$ cat src/rr_pkg.sv
// Shared constants, state encoding and control struct for the round-robin
// completion time block. No dependencies.
package rr_pkg;

  localparam int unsigned MAX_PROCS_DEF = 32;
  localparam int unsigned TIME_BITS_DEF = 16;

  localparam int unsigned ID_W      = 8;
  localparam int unsigned IN_TIME_W = 16;
  localparam int unsigned Q_W       = 16;
  localparam int unsigned OUT_W     = 22;

  localparam logic [Q_W-1:0]   Q_RESET = Q_W'(4);
  localparam logic [OUT_W-1:0] OUT_MAX = '1;

  typedef enum logic [3:0] {
    ST_LOAD,
    ST_SHIFT,
    ST_PLACE,
    ST_COPY,
    ST_ADM_RD,
    ST_ADM_CMP,
    ST_DISPATCH,
    ST_JUMP,
    ST_POP,
    ST_SLICE,
    ST_REQUEUE,
    ST_OUT_RD,
    ST_OUT_LD
  } rr_state_e;

  typedef struct packed {
    logic load;
    logic last;
    logic overflow;
  } res_ctl_t;

endpackage

$ cat src/rr_in_if.sv
// Input channel: one process description per transfer.
// Depends on rr_pkg for field widths.
interface rr_in_if;
  import rr_pkg::*;

  logic                 valid;
  logic                 ready;
  logic [ID_W-1:0]      process_id;
  logic [IN_TIME_W-1:0] arrival_time;
  logic [IN_TIME_W-1:0] burst_time;
  logic                 last_process;

  modport source (output valid, process_id, arrival_time, burst_time, last_process,
                  input ready);
  modport sink   (input valid, process_id, arrival_time, burst_time, last_process,
                  output ready);
endinterface

$ cat src/rr_res_if.sv
// Result channel: one per-process timing record per transfer.
// Depends on rr_pkg for field widths.
interface rr_res_if;
  import rr_pkg::*;

  logic             valid;
  logic             ready;
  logic [ID_W-1:0]  process_id_res;
  logic [OUT_W-1:0] completion_time;
  logic [OUT_W-1:0] turnaround_time;
  logic [OUT_W-1:0] waiting_time;
  logic             overflow;
  logic             last_result;

  modport source (output valid, process_id_res, completion_time, turnaround_time,
                  waiting_time, overflow, last_result,
                  input ready);
  modport sink   (input valid, process_id_res, completion_time, turnaround_time,
                  waiting_time, overflow, last_result,
                  output ready);
endinterface

$ cat src/rr_ram.sv
// Generic simple dual-port RAM: one write port, one read port, registered read.
// No dependencies.
module rr_ram #(
  parameter int unsigned WIDTH = 8,
  parameter int unsigned DEPTH = 32,
  localparam int unsigned AW   = $clog2(DEPTH)
) (
  input  logic             clk_i,
  input  logic             we_i,
  input  logic [AW-1:0]    waddr_i,
  input  logic [WIDTH-1:0] wdata_i,
  input  logic             re_i,
  input  logic [AW-1:0]    raddr_i,
  output logic [WIDTH-1:0] rdata_o
);

  logic [WIDTH-1:0] mem_q [DEPTH];
  logic [WIDTH-1:0] rdata_q;

  always_ff @(posedge clk_i) begin
    if (we_i) begin
      mem_q[waddr_i] <= wdata_i;
    end
    if (re_i) begin
      rdata_q <= mem_q[raddr_i];
    end
  end

  assign rdata_o = rdata_q;

endmodule

$ cat src/rr_sched.sv
// Load sorter and round-robin sequencer built around four RAMs
// (process table, remaining time, finish time, ready ring). Uses rr_pkg, rr_ram.
module rr_sched #(
  parameter int unsigned MAX_PROCS = rr_pkg::MAX_PROCS_DEF,
  parameter int unsigned TIME_BITS = rr_pkg::TIME_BITS_DEF,
  localparam int unsigned IDX_W    = $clog2(MAX_PROCS),
  localparam int unsigned CT_W     = TIME_BITS + IDX_W + 1,
  localparam int unsigned ENT_W    = rr_pkg::ID_W + 2 * TIME_BITS
) (
  input  logic                  clk_i,
  input  logic                  rst_ni,
  rr_in_if.sink                 in_i,
  input  logic [rr_pkg::Q_W-1:0] quantum_i,
  input  logic                  res_free_i,
  output rr_pkg::res_ctl_t      res_ctl_o,
  output logic [ENT_W-1:0]      ent_o,
  output logic [CT_W-1:0]       fin_o
);
  import rr_pkg::*;

  localparam int unsigned CNT_W = $clog2(MAX_PROCS + 1);
  localparam int unsigned SL_W  = (TIME_BITS > Q_W) ? TIME_BITS : Q_W;

  rr_state_e state_q, state_d;

  logic [CNT_W-1:0]     cnt_q, cnt_d;
  logic [CNT_W-1:0]     pos_q, pos_d;
  logic [CNT_W-1:0]     ctr_q, ctr_d;
  logic [CNT_W-1:0]     na_q, na_d;
  logic [CNT_W-1:0]     len_q, len_d;
  logic [IDX_W-1:0]     head_q, head_d;
  logic [IDX_W-1:0]     tail_q, tail_d;
  logic [CT_W-1:0]      time_q, time_d;
  logic                 dropped_q, dropped_d;
  logic                 last_q, last_d;
  logic                 cpipe_q, cpipe_d;
  logic                 ret_q, ret_d;
  logic [ENT_W-1:0]     item_q, item_d;
  logic [IDX_W-1:0]     p_q, p_d;
  logic [TIME_BITS-1:0] rem_q, rem_d;

  // memory ports
  logic                 ent_we, ent_re;
  logic [IDX_W-1:0]     ent_waddr, ent_raddr;
  logic [ENT_W-1:0]     ent_wdata, ent_rdata;
  logic                 rem_we, rem_re;
  logic [IDX_W-1:0]     rem_waddr, rem_raddr;
  logic [TIME_BITS-1:0] rem_wdata, rem_rdata;
  logic                 fin_we, fin_re;
  logic [IDX_W-1:0]     fin_waddr, fin_raddr;
  logic [CT_W-1:0]      fin_wdata, fin_rdata;
  logic                 ring_we, ring_re;
  logic [IDX_W-1:0]     ring_waddr, ring_raddr;
  logic [IDX_W-1:0]     ring_wdata, ring_rdata;

  logic                 in_ready;
  logic                 set_done;
  logic [ENT_W-1:0]     in_ent;
  logic [TIME_BITS-1:0] rd_arr, item_arr;
  logic [CT_W-1:0]      rd_arr_ct;
  logic [CNT_W-1:0]     pos_m1, pos_m2, ctr_m1, ctr_p1, na_p1;
  logic [IDX_W-1:0]     tail_inc, head_inc;
  logic [Q_W-1:0]       q_eff;
  logic [SL_W-1:0]      rem_x, q_x, slice_x;
  logic [TIME_BITS-1:0] slice;

  rr_ram #(.WIDTH(ENT_W), .DEPTH(MAX_PROCS)) u_ent_ram (
    .clk_i, .we_i(ent_we), .waddr_i(ent_waddr), .wdata_i(ent_wdata),
    .re_i(ent_re), .raddr_i(ent_raddr), .rdata_o(ent_rdata)
  );

  rr_ram #(.WIDTH(TIME_BITS), .DEPTH(MAX_PROCS)) u_rem_ram (
    .clk_i, .we_i(rem_we), .waddr_i(rem_waddr), .wdata_i(rem_wdata),
    .re_i(rem_re), .raddr_i(rem_raddr), .rdata_o(rem_rdata)
  );

  rr_ram #(.WIDTH(CT_W), .DEPTH(MAX_PROCS)) u_fin_ram (
    .clk_i, .we_i(fin_we), .waddr_i(fin_waddr), .wdata_i(fin_wdata),
    .re_i(fin_re), .raddr_i(fin_raddr), .rdata_o(fin_rdata)
  );

  rr_ram #(.WIDTH(IDX_W), .DEPTH(MAX_PROCS)) u_ring_ram (
    .clk_i, .we_i(ring_we), .waddr_i(ring_waddr), .wdata_i(ring_wdata),
    .re_i(ring_re), .raddr_i(ring_raddr), .rdata_o(ring_rdata)
  );

  assign in_i.ready = in_ready;
  assign ent_o      = ent_rdata;
  assign fin_o      = fin_rdata;

  assign in_ent    = {in_i.process_id, TIME_BITS'(in_i.arrival_time),
                      TIME_BITS'(in_i.burst_time)};
  assign rd_arr    = ent_rdata[2*TIME_BITS-1:TIME_BITS];
  assign item_arr  = item_q[2*TIME_BITS-1:TIME_BITS];
  assign rd_arr_ct = CT_W'(rd_arr);
  assign pos_m1    = pos_q - CNT_W'(1);
  assign pos_m2    = pos_q - CNT_W'(2);
  assign ctr_m1    = ctr_q - CNT_W'(1);
  assign ctr_p1    = ctr_q + CNT_W'(1);
  assign na_p1     = na_q + CNT_W'(1);
  assign tail_inc  = (tail_q == IDX_W'(MAX_PROCS - 1)) ? '0 : tail_q + IDX_W'(1);
  assign head_inc  = (head_q == IDX_W'(MAX_PROCS - 1)) ? '0 : head_q + IDX_W'(1);

  // a zero quantum behaves as one; the slice never exceeds the remaining time
  assign q_eff   = (quantum_i == '0) ? Q_W'(1) : quantum_i;
  assign rem_x   = SL_W'(rem_rdata);
  assign q_x     = SL_W'(q_eff);
  assign slice_x = (rem_x < q_x) ? rem_x : q_x;
  assign slice   = TIME_BITS'(slice_x);

  always_comb begin
    state_d   = state_q;
    cnt_d     = cnt_q;
    pos_d     = pos_q;
    ctr_d     = ctr_q;
    na_d      = na_q;
    len_d     = len_q;
    head_d    = head_q;
    tail_d    = tail_q;
    time_d    = time_q;
    dropped_d = dropped_q;
    last_d    = last_q;
    cpipe_d   = cpipe_q;
    ret_d     = ret_q;
    item_d    = item_q;
    p_d       = p_q;
    rem_d     = rem_q;
    in_ready  = 1'b0;
    set_done  = 1'b0;
    res_ctl_o = '0;

    ent_we     = 1'b0;
    ent_waddr  = pos_q[IDX_W-1:0];
    ent_wdata  = item_q;
    ent_re     = 1'b0;
    ent_raddr  = na_q[IDX_W-1:0];
    rem_we     = 1'b0;
    rem_waddr  = p_q;
    rem_wdata  = rem_d;
    rem_re     = 1'b0;
    rem_raddr  = ring_rdata;
    fin_we     = 1'b0;
    fin_waddr  = p_q;
    fin_wdata  = time_q;
    fin_re     = 1'b0;
    fin_raddr  = ctr_q[IDX_W-1:0];
    ring_we    = 1'b0;
    ring_waddr = tail_q;
    ring_wdata = na_q[IDX_W-1:0];
    ring_re    = 1'b0;
    ring_raddr = head_q;

    case (state_q)
      ST_LOAD: begin
        in_ready = 1'b1;
        if (in_i.valid) begin
          item_d = in_ent;
          last_d = in_i.last_process;
          if (cnt_q == CNT_W'(MAX_PROCS)) begin
            dropped_d = 1'b1;
            if (in_i.last_process) state_d = ST_COPY;
          end else if (cnt_q == '0) begin
            ent_we    = 1'b1;
            ent_waddr = '0;
            ent_wdata = in_ent;
            cnt_d     = CNT_W'(1);
            if (in_i.last_process) state_d = ST_COPY;
          end else begin
            // walk down from the tail, moving later arrivals up one slot
            ent_re    = 1'b1;
            ent_raddr = cnt_q[IDX_W-1:0] - IDX_W'(1);
            pos_d     = cnt_q;
            state_d   = ST_SHIFT;
          end
        end
      end

      ST_SHIFT: begin
        ent_we = 1'b1;
        if (rd_arr > item_arr) begin
          ent_waddr = pos_q[IDX_W-1:0];
          ent_wdata = ent_rdata;
          pos_d     = pos_m1;
          if (pos_m1 == '0) begin
            state_d = ST_PLACE;
          end else begin
            ent_re    = 1'b1;
            ent_raddr = pos_m2[IDX_W-1:0];
          end
        end else begin
          cnt_d   = cnt_q + CNT_W'(1);
          state_d = last_q ? ST_COPY : ST_LOAD;
        end
      end

      ST_PLACE: begin
        ent_we  = 1'b1;
        cnt_d   = cnt_q + CNT_W'(1);
        state_d = last_q ? ST_COPY : ST_LOAD;
      end

      ST_COPY: begin
        // remaining time starts as the burst: read one entry, write it back next cycle
        if (ctr_q < cnt_q) begin
          ent_re    = 1'b1;
          ent_raddr = ctr_q[IDX_W-1:0];
          ctr_d     = ctr_p1;
          cpipe_d   = 1'b1;
        end else begin
          cpipe_d = 1'b0;
        end
        if (cpipe_q) begin
          rem_we    = 1'b1;
          rem_waddr = ctr_m1[IDX_W-1:0];
          rem_wdata = ent_rdata[TIME_BITS-1:0];
        end
        if (ctr_q == cnt_q) begin
          ctr_d   = '0;
          ret_d   = 1'b0;
          state_d = ST_ADM_RD;
        end
      end

      ST_ADM_RD: begin
        if (na_q < cnt_q) begin
          ent_re  = 1'b1;
          state_d = ST_ADM_CMP;
        end else begin
          state_d = ret_q ? ST_REQUEUE : ST_DISPATCH;
        end
      end

      ST_ADM_CMP: begin
        if (rd_arr_ct <= time_q) begin
          ring_we = 1'b1;
          tail_d  = tail_inc;
          len_d   = len_q + CNT_W'(1);
          na_d    = na_p1;
          if (na_p1 < cnt_q) begin
            ent_re    = 1'b1;
            ent_raddr = na_p1[IDX_W-1:0];
          end else begin
            state_d = ret_q ? ST_REQUEUE : ST_DISPATCH;
          end
        end else begin
          state_d = ret_q ? ST_REQUEUE : ST_DISPATCH;
        end
      end

      ST_DISPATCH: begin
        if (len_q == '0) begin
          if (na_q >= cnt_q) begin
            if (cnt_q == '0) begin
              set_done = 1'b1;
            end else begin
              state_d = ST_OUT_RD;
            end
          end else begin
            // idle CPU: fetch the next arrival to jump ahead
            ent_re  = 1'b1;
            state_d = ST_JUMP;
          end
        end else begin
          ring_re = 1'b1;
          head_d  = head_inc;
          len_d   = len_q - CNT_W'(1);
          state_d = ST_POP;
        end
      end

      ST_JUMP: begin
        if (rd_arr_ct > time_q) time_d = rd_arr_ct;
        ret_d   = 1'b0;
        state_d = ST_ADM_RD;
      end

      ST_POP: begin
        p_d     = ring_rdata;
        rem_re  = 1'b1;
        state_d = ST_SLICE;
      end

      ST_SLICE: begin
        time_d    = time_q + CT_W'(slice);
        rem_d     = rem_rdata - slice;
        rem_we    = 1'b1;
        rem_wdata = rem_rdata - slice;
        ret_d     = 1'b1;
        state_d   = ST_ADM_RD;
      end

      ST_REQUEUE: begin
        // new arrivals are already in the ring ahead of the preempted process
        if (rem_q != '0) begin
          ring_we    = 1'b1;
          ring_wdata = p_q;
          tail_d     = tail_inc;
          len_d      = len_q + CNT_W'(1);
        end else begin
          fin_we = 1'b1;
        end
        ret_d   = 1'b0;
        state_d = ST_DISPATCH;
      end

      ST_OUT_RD: begin
        ent_re    = 1'b1;
        ent_raddr = ctr_q[IDX_W-1:0];
        fin_re    = 1'b1;
        state_d   = ST_OUT_LD;
      end

      ST_OUT_LD: begin
        if (res_free_i) begin
          res_ctl_o.load     = 1'b1;
          res_ctl_o.last     = (ctr_p1 == cnt_q);
          res_ctl_o.overflow = dropped_q;
          if (ctr_p1 == cnt_q) begin
            set_done = 1'b1;
          end else begin
            ctr_d   = ctr_p1;
            state_d = ST_OUT_RD;
          end
        end
      end

      default: begin
        state_d = ST_LOAD;
      end
    endcase

    if (set_done) begin
      state_d   = ST_LOAD;
      cnt_d     = '0;
      dropped_d = 1'b0;
      time_d    = '0;
      na_d      = '0;
      head_d    = '0;
      tail_d    = '0;
      len_d     = '0;
      ctr_d     = '0;
      cpipe_d   = 1'b0;
      ret_d     = 1'b0;
    end
  end

  always_ff @(posedge clk_i or negedge rst_ni) begin
    if (!rst_ni) begin
      state_q <= ST_LOAD;
    end else begin
      state_q <= state_d;
    end
  end

  always_ff @(posedge clk_i or negedge rst_ni) begin
    if (!rst_ni) begin
      cnt_q     <= '0;
      pos_q     <= '0;
      ctr_q     <= '0;
      na_q      <= '0;
      len_q     <= '0;
      head_q    <= '0;
      tail_q    <= '0;
      time_q    <= '0;
      dropped_q <= 1'b0;
      last_q    <= 1'b0;
      cpipe_q   <= 1'b0;
      ret_q     <= 1'b0;
    end else begin
      cnt_q     <= cnt_d;
      pos_q     <= pos_d;
      ctr_q     <= ctr_d;
      na_q      <= na_d;
      len_q     <= len_d;
      head_q    <= head_d;
      tail_q    <= tail_d;
      time_q    <= time_d;
      dropped_q <= dropped_d;
      last_q    <= last_d;
      cpipe_q   <= cpipe_d;
      ret_q     <= ret_d;
    end
  end

  always_ff @(posedge clk_i) begin
    item_q <= item_d;
    p_q    <= p_d;
    rem_q  <= rem_d;
  end

endmodule

$ cat src/rr_result.sv
// Result formatter: derives turnaround and waiting times, saturates and holds
// them in the output register. Uses rr_pkg and rr_res_if.
module rr_result #(
  parameter int unsigned MAX_PROCS = rr_pkg::MAX_PROCS_DEF,
  parameter int unsigned TIME_BITS = rr_pkg::TIME_BITS_DEF,
  localparam int unsigned IDX_W    = $clog2(MAX_PROCS),
  localparam int unsigned CT_W     = TIME_BITS + IDX_W + 1,
  localparam int unsigned ENT_W    = rr_pkg::ID_W + 2 * TIME_BITS
) (
  input  logic             clk_i,
  input  logic             rst_ni,
  input  rr_pkg::res_ctl_t ctl_i,
  input  logic [ENT_W-1:0] ent_i,
  input  logic [CT_W-1:0]  fin_i,
  output logic             free_o,
  rr_res_if.source         res_o
);
  import rr_pkg::*;

  localparam int unsigned SW = (CT_W > OUT_W) ? CT_W : OUT_W;

  logic             valid_q, valid_d;
  logic [ID_W-1:0]  id_q;
  logic [OUT_W-1:0] ct_q, tat_q, wt_q;
  logic             ovf_q, last_q;

  logic [CT_W-1:0]  tat, wt;
  logic [SW-1:0]    ct_x, tat_x, wt_x;

  assign tat  = fin_i - CT_W'(ent_i[2*TIME_BITS-1:TIME_BITS]);
  assign wt   = tat - CT_W'(ent_i[TIME_BITS-1:0]);
  assign ct_x  = SW'(fin_i);
  assign tat_x = SW'(tat);
  assign wt_x  = SW'(wt);

  assign free_o  = !valid_q || res_o.ready;
  assign valid_d = ctl_i.load ? 1'b1 : (res_o.ready ? 1'b0 : valid_q);

  always_ff @(posedge clk_i or negedge rst_ni) begin
    if (!rst_ni) begin
      valid_q <= 1'b0;
    end else begin
      valid_q <= valid_d;
    end
  end

  always_ff @(posedge clk_i) begin
    if (ctl_i.load) begin
      id_q   <= ent_i[ENT_W-1 -: ID_W];
      ct_q   <= (ct_x > SW'(OUT_MAX)) ? OUT_MAX : ct_x[OUT_W-1:0];
      tat_q  <= (tat_x > SW'(OUT_MAX)) ? OUT_MAX : tat_x[OUT_W-1:0];
      wt_q   <= (wt_x > SW'(OUT_MAX)) ? OUT_MAX : wt_x[OUT_W-1:0];
      ovf_q  <= ctl_i.overflow;
      last_q <= ctl_i.last;
    end
  end

  assign res_o.valid           = valid_q;
  assign res_o.process_id_res  = id_q;
  assign res_o.completion_time = ct_q;
  assign res_o.turnaround_time = tat_q;
  assign res_o.waiting_time    = wt_q;
  assign res_o.overflow        = ovf_q;
  assign res_o.last_result     = last_q;

endmodule

$ cat src/round_robin_completion_times.sv
// Round-robin completion times. A load into an empty table is written directly and one
// into a full table is dropped; otherwise an insertion walk moves each stored entry with
// a later arrival up one slot. After the last load the remaining times are seeded, then
// slices are run with arrivals admitted after each one and idle gaps jumped, and then
// the results are sent in order, held while the receiver stalls. Inputs wait until the set is out.
// Reset clears control state and sets the quantum to 4; tables are written before read.
module round_robin_completion_times #(
  parameter int unsigned MAX_PROCS = rr_pkg::MAX_PROCS_DEF,
  parameter int unsigned TIME_BITS = rr_pkg::TIME_BITS_DEF
) (
  input  logic                   clk_i,
  input  logic                   rst_ni,
  rr_in_if.sink                  in_i,
  rr_res_if.source               res_o,
  input  logic                   cfg_we_i,
  input  logic [rr_pkg::Q_W-1:0] cfg_wdata_i
);
  import rr_pkg::*;

  localparam int unsigned IDX_W = $clog2(MAX_PROCS);
  localparam int unsigned CT_W  = TIME_BITS + IDX_W + 1;
  localparam int unsigned ENT_W = ID_W + 2 * TIME_BITS;

  logic [Q_W-1:0]   quantum_q;
  logic             res_free;
  res_ctl_t         res_ctl;
  logic [ENT_W-1:0] ent;
  logic [CT_W-1:0]  fin;

  always_ff @(posedge clk_i or negedge rst_ni) begin
    if (!rst_ni) begin
      quantum_q <= Q_RESET;
    end else if (cfg_we_i) begin
      quantum_q <= cfg_wdata_i;
    end
  end

  rr_sched #(.MAX_PROCS(MAX_PROCS), .TIME_BITS(TIME_BITS)) u_sched (
    .clk_i,
    .rst_ni,
    .in_i,
    .quantum_i  (quantum_q),
    .res_free_i (res_free),
    .res_ctl_o  (res_ctl),
    .ent_o      (ent),
    .fin_o      (fin)
  );

  rr_result #(.MAX_PROCS(MAX_PROCS), .TIME_BITS(TIME_BITS)) u_result (
    .clk_i,
    .rst_ni,
    .ctl_i  (res_ctl),
    .ent_i  (ent),
    .fin_i  (fin),
    .free_o (res_free),
    .res_o
  );

endmodule

$ cat src/flat_wrapper.sv
// flat-port wrapper written by rule: the top's interface ports become plain ports
module round_robin_completion_times_flat import rr_pkg::*;
#(
  parameter int unsigned MAX_PROCS = rr_pkg::MAX_PROCS_DEF,
  parameter int unsigned TIME_BITS = rr_pkg::TIME_BITS_DEF
)
  (clk_i, rst_ni, cfg_we_i, cfg_wdata_i, in_i_valid, in_i_process_id, in_i_arrival_time, in_i_burst_time, in_i_last_process, in_i_ready, res_o_valid, res_o_process_id_res, res_o_completion_time, res_o_turnaround_time, res_o_waiting_time, res_o_overflow, res_o_last_result, res_o_ready);
  rr_in_if in_i_i ();
  rr_res_if res_o_i ();
  input  logic clk_i;
  input  logic rst_ni;
  input  logic cfg_we_i;
  input  logic [rr_pkg::Q_W-1:0] cfg_wdata_i;
  input wire logic [$bits(in_i_i.valid)-1:0] in_i_valid;
  input wire logic [$bits(in_i_i.process_id)-1:0] in_i_process_id;
  input wire logic [$bits(in_i_i.arrival_time)-1:0] in_i_arrival_time;
  input wire logic [$bits(in_i_i.burst_time)-1:0] in_i_burst_time;
  input wire logic [$bits(in_i_i.last_process)-1:0] in_i_last_process;
  output wire logic [$bits(in_i_i.ready)-1:0] in_i_ready;
  output wire logic [$bits(res_o_i.valid)-1:0] res_o_valid;
  output wire logic [$bits(res_o_i.process_id_res)-1:0] res_o_process_id_res;
  output wire logic [$bits(res_o_i.completion_time)-1:0] res_o_completion_time;
  output wire logic [$bits(res_o_i.turnaround_time)-1:0] res_o_turnaround_time;
  output wire logic [$bits(res_o_i.waiting_time)-1:0] res_o_waiting_time;
  output wire logic [$bits(res_o_i.overflow)-1:0] res_o_overflow;
  output wire logic [$bits(res_o_i.last_result)-1:0] res_o_last_result;
  input wire logic [$bits(res_o_i.ready)-1:0] res_o_ready;
  assign in_i_i.valid = in_i_valid;
  assign in_i_i.process_id = in_i_process_id;
  assign in_i_i.arrival_time = in_i_arrival_time;
  assign in_i_i.burst_time = in_i_burst_time;
  assign in_i_i.last_process = in_i_last_process;
  assign in_i_ready = in_i_i.ready;
  assign res_o_valid = res_o_i.valid;
  assign res_o_process_id_res = res_o_i.process_id_res;
  assign res_o_completion_time = res_o_i.completion_time;
  assign res_o_turnaround_time = res_o_i.turnaround_time;
  assign res_o_waiting_time = res_o_i.waiting_time;
  assign res_o_overflow = res_o_i.overflow;
  assign res_o_last_result = res_o_i.last_result;
  assign res_o_i.ready = res_o_ready;
  round_robin_completion_times #(.MAX_PROCS(MAX_PROCS), .TIME_BITS(TIME_BITS)) u_core (.clk_i(clk_i), .rst_ni(rst_ni), .in_i(in_i_i), .res_o(res_o_i), .cfg_we_i(cfg_we_i), .cfg_wdata_i(cfg_wdata_i));
endmodule
$ cat config.mk
export PLATFORM = sky130hd
export DESIGN_NAME = round_robin_completion_times_flat
export DESIGN_NICKNAME = d
export VERILOG_FILES = /design/src/rr_pkg.sv /design/src/rr_in_if.sv /design/src/rr_res_if.sv /design/src/rr_ram.sv /design/src/rr_sched.sv /design/src/rr_result.sv /design/src/round_robin_completion_times.sv /design/src/flat_wrapper.sv
export SDC_FILE = /design/constraint.sdc
export NUM_CORES = 2
export LEC_CHECK = 0
export BUFFER_PORTS_ARGS = -buffer_cell sky130_fd_sc_hd__buf_2
export CORE_ASPECT_RATIO = 1.1
export CORE_MARGIN = 1
export CORE_UTILIZATION = 40
export CTS_CLUSTER_SIZE = 30
export DETAILED_ROUTE_END_ITERATION = 8
export PLACE_DENSITY = 0.56
export SLEW_MARGIN = 20
export SYNTH_ARGS = -nofsm -noshare
export SYNTH_HDL_FRONTEND = slang
export SYNTH_SLANG_ARGS = --single-unit
$ cat constraint.sdc
create_clock -name clk_i -period 8.9 [get_ports clk_i]
set_clock_uncertainty 0.05 [all_clocks]
set_input_delay 1.335 -clock clk_i [delete_from_list [all_inputs] [get_ports clk_i]]
set_output_delay 1.335 -clock clk_i [all_outputs]
set_load 0.01 [all_outputs]
==> results.sh <==
export IMPL_place_congestion=0.881
export IMPL_synth_top_family_by_area="multiplexers"
export IMPL_coreArea_mm2=0.301
export IMPL_synth_compound_area_frac=0.0523
export IMPL_switching_share=0.216
export IMPL_pin_count=140
export IMPL_netlist_area_mm2=0.121
export IMPL_finalInstanceArea_mm2=0.137
export IMPL_die_y_um=580
export IMPL_r2r_end="u_core.u_sched.u_ent_ram.rdata_o[18]$_DFFE_PP_"
export IMPL_timing_critical_path_mode_cell="nand2_1"
export IMPL_vias=67300
export IMPL_dpl_hpwl_mm=197
export IMPL_peakVddDrop_mv=0.151
export IMPL_overflow=0
export IMPL_setup_tns_ns=0
export IMPL_clk_pin_slew_ns=0.06
export IMPL_relSlewSlack=0.163
export IMPL_critPathCaptureType="register"
export IMPL_critPathKind="reg -> reg"
export IMPL_worst_skew_pair_late_latency_ns=0.90
export IMPL_yosysTopAreaCell="edfxtp_1"
export IMPL_portBuffers=139
export IMPL_fmax_mhz=150
export IMPL_cp_arrival_ns=7.30
export IMPL_drv_slew=0
export IMPL_comb_power_share=0.025
export IMPL_synthAdderAreaFrac=0.0164
export IMPL_final_antenna_net_count=0
export IMPL_r2r_start="u_core.u_sched.fin_wdata[12]$_DFFE_PN0P_"
export IMPL_finalCritPeriodShare=0.748
export IMPL_grt_pass1_vias=66500
export IMPL_postCtsHoldBufs=0
export IMPL_cts_num_sinks=2963
export IMPL_cts_buffer_depth=4
export IMPL_grt_max_degree=138
export IMPL_numCtsBuffers=315
export IMPL_ys_top_cells_by_area="edfxtp_1 71%, mux4_2 8.0%, mux2i_1 3.3%"
export IMPL_r2r_slack_ns=2.24
export IMPL_max_stage_delay_ns=1.07
export IMPL_ys_warn_count=0
export IMPL_area_delta_synth_final_pct=13.1
export IMPL_cp_required_ns=9.54
export IMPL_multi_input_area_mm2=0.0309
export IMPL_finalSetupViolations=0
export IMPL_drv_cap=0
export IMPL_wl_per_cell_um=30.2
export IMPL_wl_mm=350
export IMPL_syn_area_per_cell_um2=17.2
export IMPL_die_area_mm2=0.306
export IMPL_intPower_mw=23.1
export IMPL_synth_seq_cells=2963
export IMPL_hp_class="reg -> reg"
export IMPL_crit_fanout=117
export IMPL_crit_end="u_core.u_sched.u_ent_ram.rdata_o[18]$_DFFE_PP_"
export IMPL_synth_cell_types=98
export IMPL_status="complete, no violations"
export IMPL_timing_hold_ws_ns=0.452
export IMPL_num_fill_cells=25700
export IMPL_final_seq_area_mm2=0.0886
export IMPL_initial_core_util=0.403
export IMPL_synth_flop_cell="edfxtp_1"
export IMPL_postCtsSetupBuffers=0
export IMPL_post_synth_and_or_nand_nor_area_fraction=0.0543
export IMPL_htree_levels=5
export IMPL_cp_start_kind="register"
export IMPL_antenna_found_initial=36
export IMPL_rows=211
export IMPL_yosysTopAreaCellShare=0.711
export IMPL_reg2reg_depth=14
export IMPL_ys_top_cells_by_count="2876 x edfxtp_1, 496 x nand2_1, 430 x mux4_2"
export IMPL_p_clk_frac=0.427
export IMPL_leakagePower_nw=46.2
export IMPL_finalNetCount=7499
export IMPL_dr_pass1_iters=8
export IMPL_tritoncts="yes"
export IMPL_synthXorXnorAreaFrac=0.00750
export IMPL_period_minus_slack_ns=6.66
export IMPL_synthMuxAreaShare=0.119
export IMPL_crit_chain="inv_1, ha_1, nand3_1, nor4_1, nand2_1, o211a_2, o41a_1, nor2_8, buf_12, buf_4, nand2_1, a311oi_1, a211oi_1, nor4_2"
export IMPL_fin_ws_ns=2.24
export IMPL_synth_most_common_cell="edfxtp_1"
export IMPL_grtUsageTotal=0.224
export IMPL_drive_gt1_frac=0.193
export IMPL_synth_async_sr_flop_share=0.0294
export IMPL_power_net_switching_mw=6.35
export IMPL_min_from="u_core.u_sched.u_fin_ram.rdata_o[0]$_DFFE_PP_"
export IMPL_min_path_cells=0
export IMPL_p_seq_frac=0.548
export IMPL_synthCells=7057
export IMPL_rsz0062_at_grt="no"
export IMPL_ctsResizeCount=0
export IMPL_place_area_mm2=0.128
export IMPL_synth_edf_count=2876
export IMPL_drc=0
export IMPL_cp_startpoint="u_core.u_sched.fin_wdata[12]$_DFFE_PN0P_"
export IMPL_fp_dieW_um=527
export IMPL_viasPerCell=5.81
export IMPL_cts_root_buf="clkbuf_16"
export IMPL_cp_slowest_cell="dfrtp_1"
export IMPL_syn_nets=7274
export IMPL_tightest_slew_ns=1.26
export IMPL_powerDensity_mw_per_mm2=214
export IMPL_grt_first_pass_wirelength_mm=491
export IMPL_dr_first_iter_drc_count=8070
export IMPL_ys_seq_area_frac=0.729
export IMPL_preCtsSetupSlack_ns=2.38
export IMPL_hold_violations=0
==> cell usage in the layout, fill, tap and decap left out, types with 53 or more instances in the layout <==
master	count
edfxtp_1	2876
nand2_1	486
mux4_2	430
mux2i_1	402
nor2_1	327
clkbuf_16	319
inv_1	200
a21oi_1	196
buf_4	174
nand3_1	155
ha_1	150
buf_2	138
nor3_1	116
o21ai_0	105
a211oi_1	86
a32oi_1	78
clkbuf_1	70
dfrtp_1	69
mux2_2	66
xnor2_1	63
nor2_4	62
a31oi_1	58
clkinv_2	58
a22oi_1	55
and3_1	53
==> cell type report <==
class / count / area share
clock inverter: 156 / 0.0106
timing repair buffer: 329 / 0.0172
clock buffer: 391 / 0.0602
inverter: 203 / 0.00554
multi-input combinational: 3470 / 0.225
tap: 4047 / 0.0368
sequential: 2963 / 0.644
antenna: 10 / 0.000182
==> stage by stage <==
step	util	total power, mW	instances
floorplan	-	16.7	7057
global placement	0.423	17.1	11000
detailed placement	0.424	17.1	11000
CTS	0.456	29.6	11600
global route	0.456	30.2	11600
finish	0.456	29.4	11600
==> power groups by stage <==
| stage | logic (mW) | registers, mW | clock network, mW |
|---|---|---|---|
| floorplan | 0.440 | 16.2 | 0 |
| global placement | 0.717 | 16.4 | 0 |
| detailed placement | 0.722 | 16.4 | 0 |
| CTS | 0.725 | 16.1 | 12.8 |
| global route | 0.812 | 16.1 | 13.3 |
| finish | 0.741 | 16.1 | 12.6 |
==> state kept, by name, summed over array words and instances (netlist names), 8 cells and up <==
register and flops:
u_core.u_sched.u_rem_ram.rdata_o 16, u_core.u_result.res_o.process_id_res 8, u_core.u_sched.fin_wdata 22, u_core.u_result.res_o.turnaround_time 22, u_core.quantum_q 16, u_core.u_result.res_o.waiting_time 22, u_core.u_result.res_o.completion_time 22, u_core.u_sched.u_fin_ram.rdata_o 22
u_core.u_sched.rem_q 16, u_core.u_sched.u_rem_ram.mem_q 512, u_core.u_sched.u_ent_ram.mem_q 1280, u_core.u_sched.u_ring_ram.mem_q 160, u_core.u_sched.u_ent_ram.rdata_o 40, u_core.u_sched.u_fin_ram.mem_q 704, u_core.u_sched.item_q 40
==> routing by layer <==
layer | up-vias | share of wire | track usage | wire (µm)
met4 | 22 | 0.031 | 0.0684 | 10800
met2 | 2873 | 0.48 | 0.363 | 167000
met5 | - | 0.00039 | 0 | 137
met1 | 35300 | 0.41 | 0.309 | 145000
li1 | 28500 | - | - | -
met3 | 576 | 0.078 | 0.0393 | 27200
==> cell families after synthesis <==
kind of cell | after synthesis
buffers and inverters | 624
multiplexers | 898
AND/OR/NAND/NOR | 1409
AO/OA/AOI/OAI | 903
adder cells (fa/ha/maj) | 156
XOR/XNOR | 104
flip-flops | 2963
==> how the worst min path moves through the flow <==
stage	slack, ns	endpoint
6_report	0.45	u_core.u_result.res_o.completion_time[0]$_SDFFCE_PN1P_
5_1_grt	0.47	u_core.u_result.res_o.process_id_res[7]$_DFFE_PP_
4_1_cts	0.43	u_core.u_sched.head_q[2]$_DFFE_PN0P_
3_5_place_dp	0.42	u_core.u_result.res_o.completion_time[0]$_SDFFCE_PN1P_
3_3_place_gp	0.40	u_core.u_result.res_o.completion_time[0]$_SDFFCE_PN1P_
2_1_floorplan	0.37	u_core.u_sched.fin_waddr[2]$_DFFE_PP_
==> worst max-delay path: cells and delay by family (launching register included) <==
family | cells | cell delay, ns
AO/OA/AOI/OAI | 4 | 1.44
adder cells (fa/ha/maj) | 1 | 0.36
buffers and inverters | 3 | 1.05
flip-flops | 1 | 1.07
AND/OR/NAND/NOR | 6 | 2.24
No activity file was read; power rests on OpenSTA's default activity.
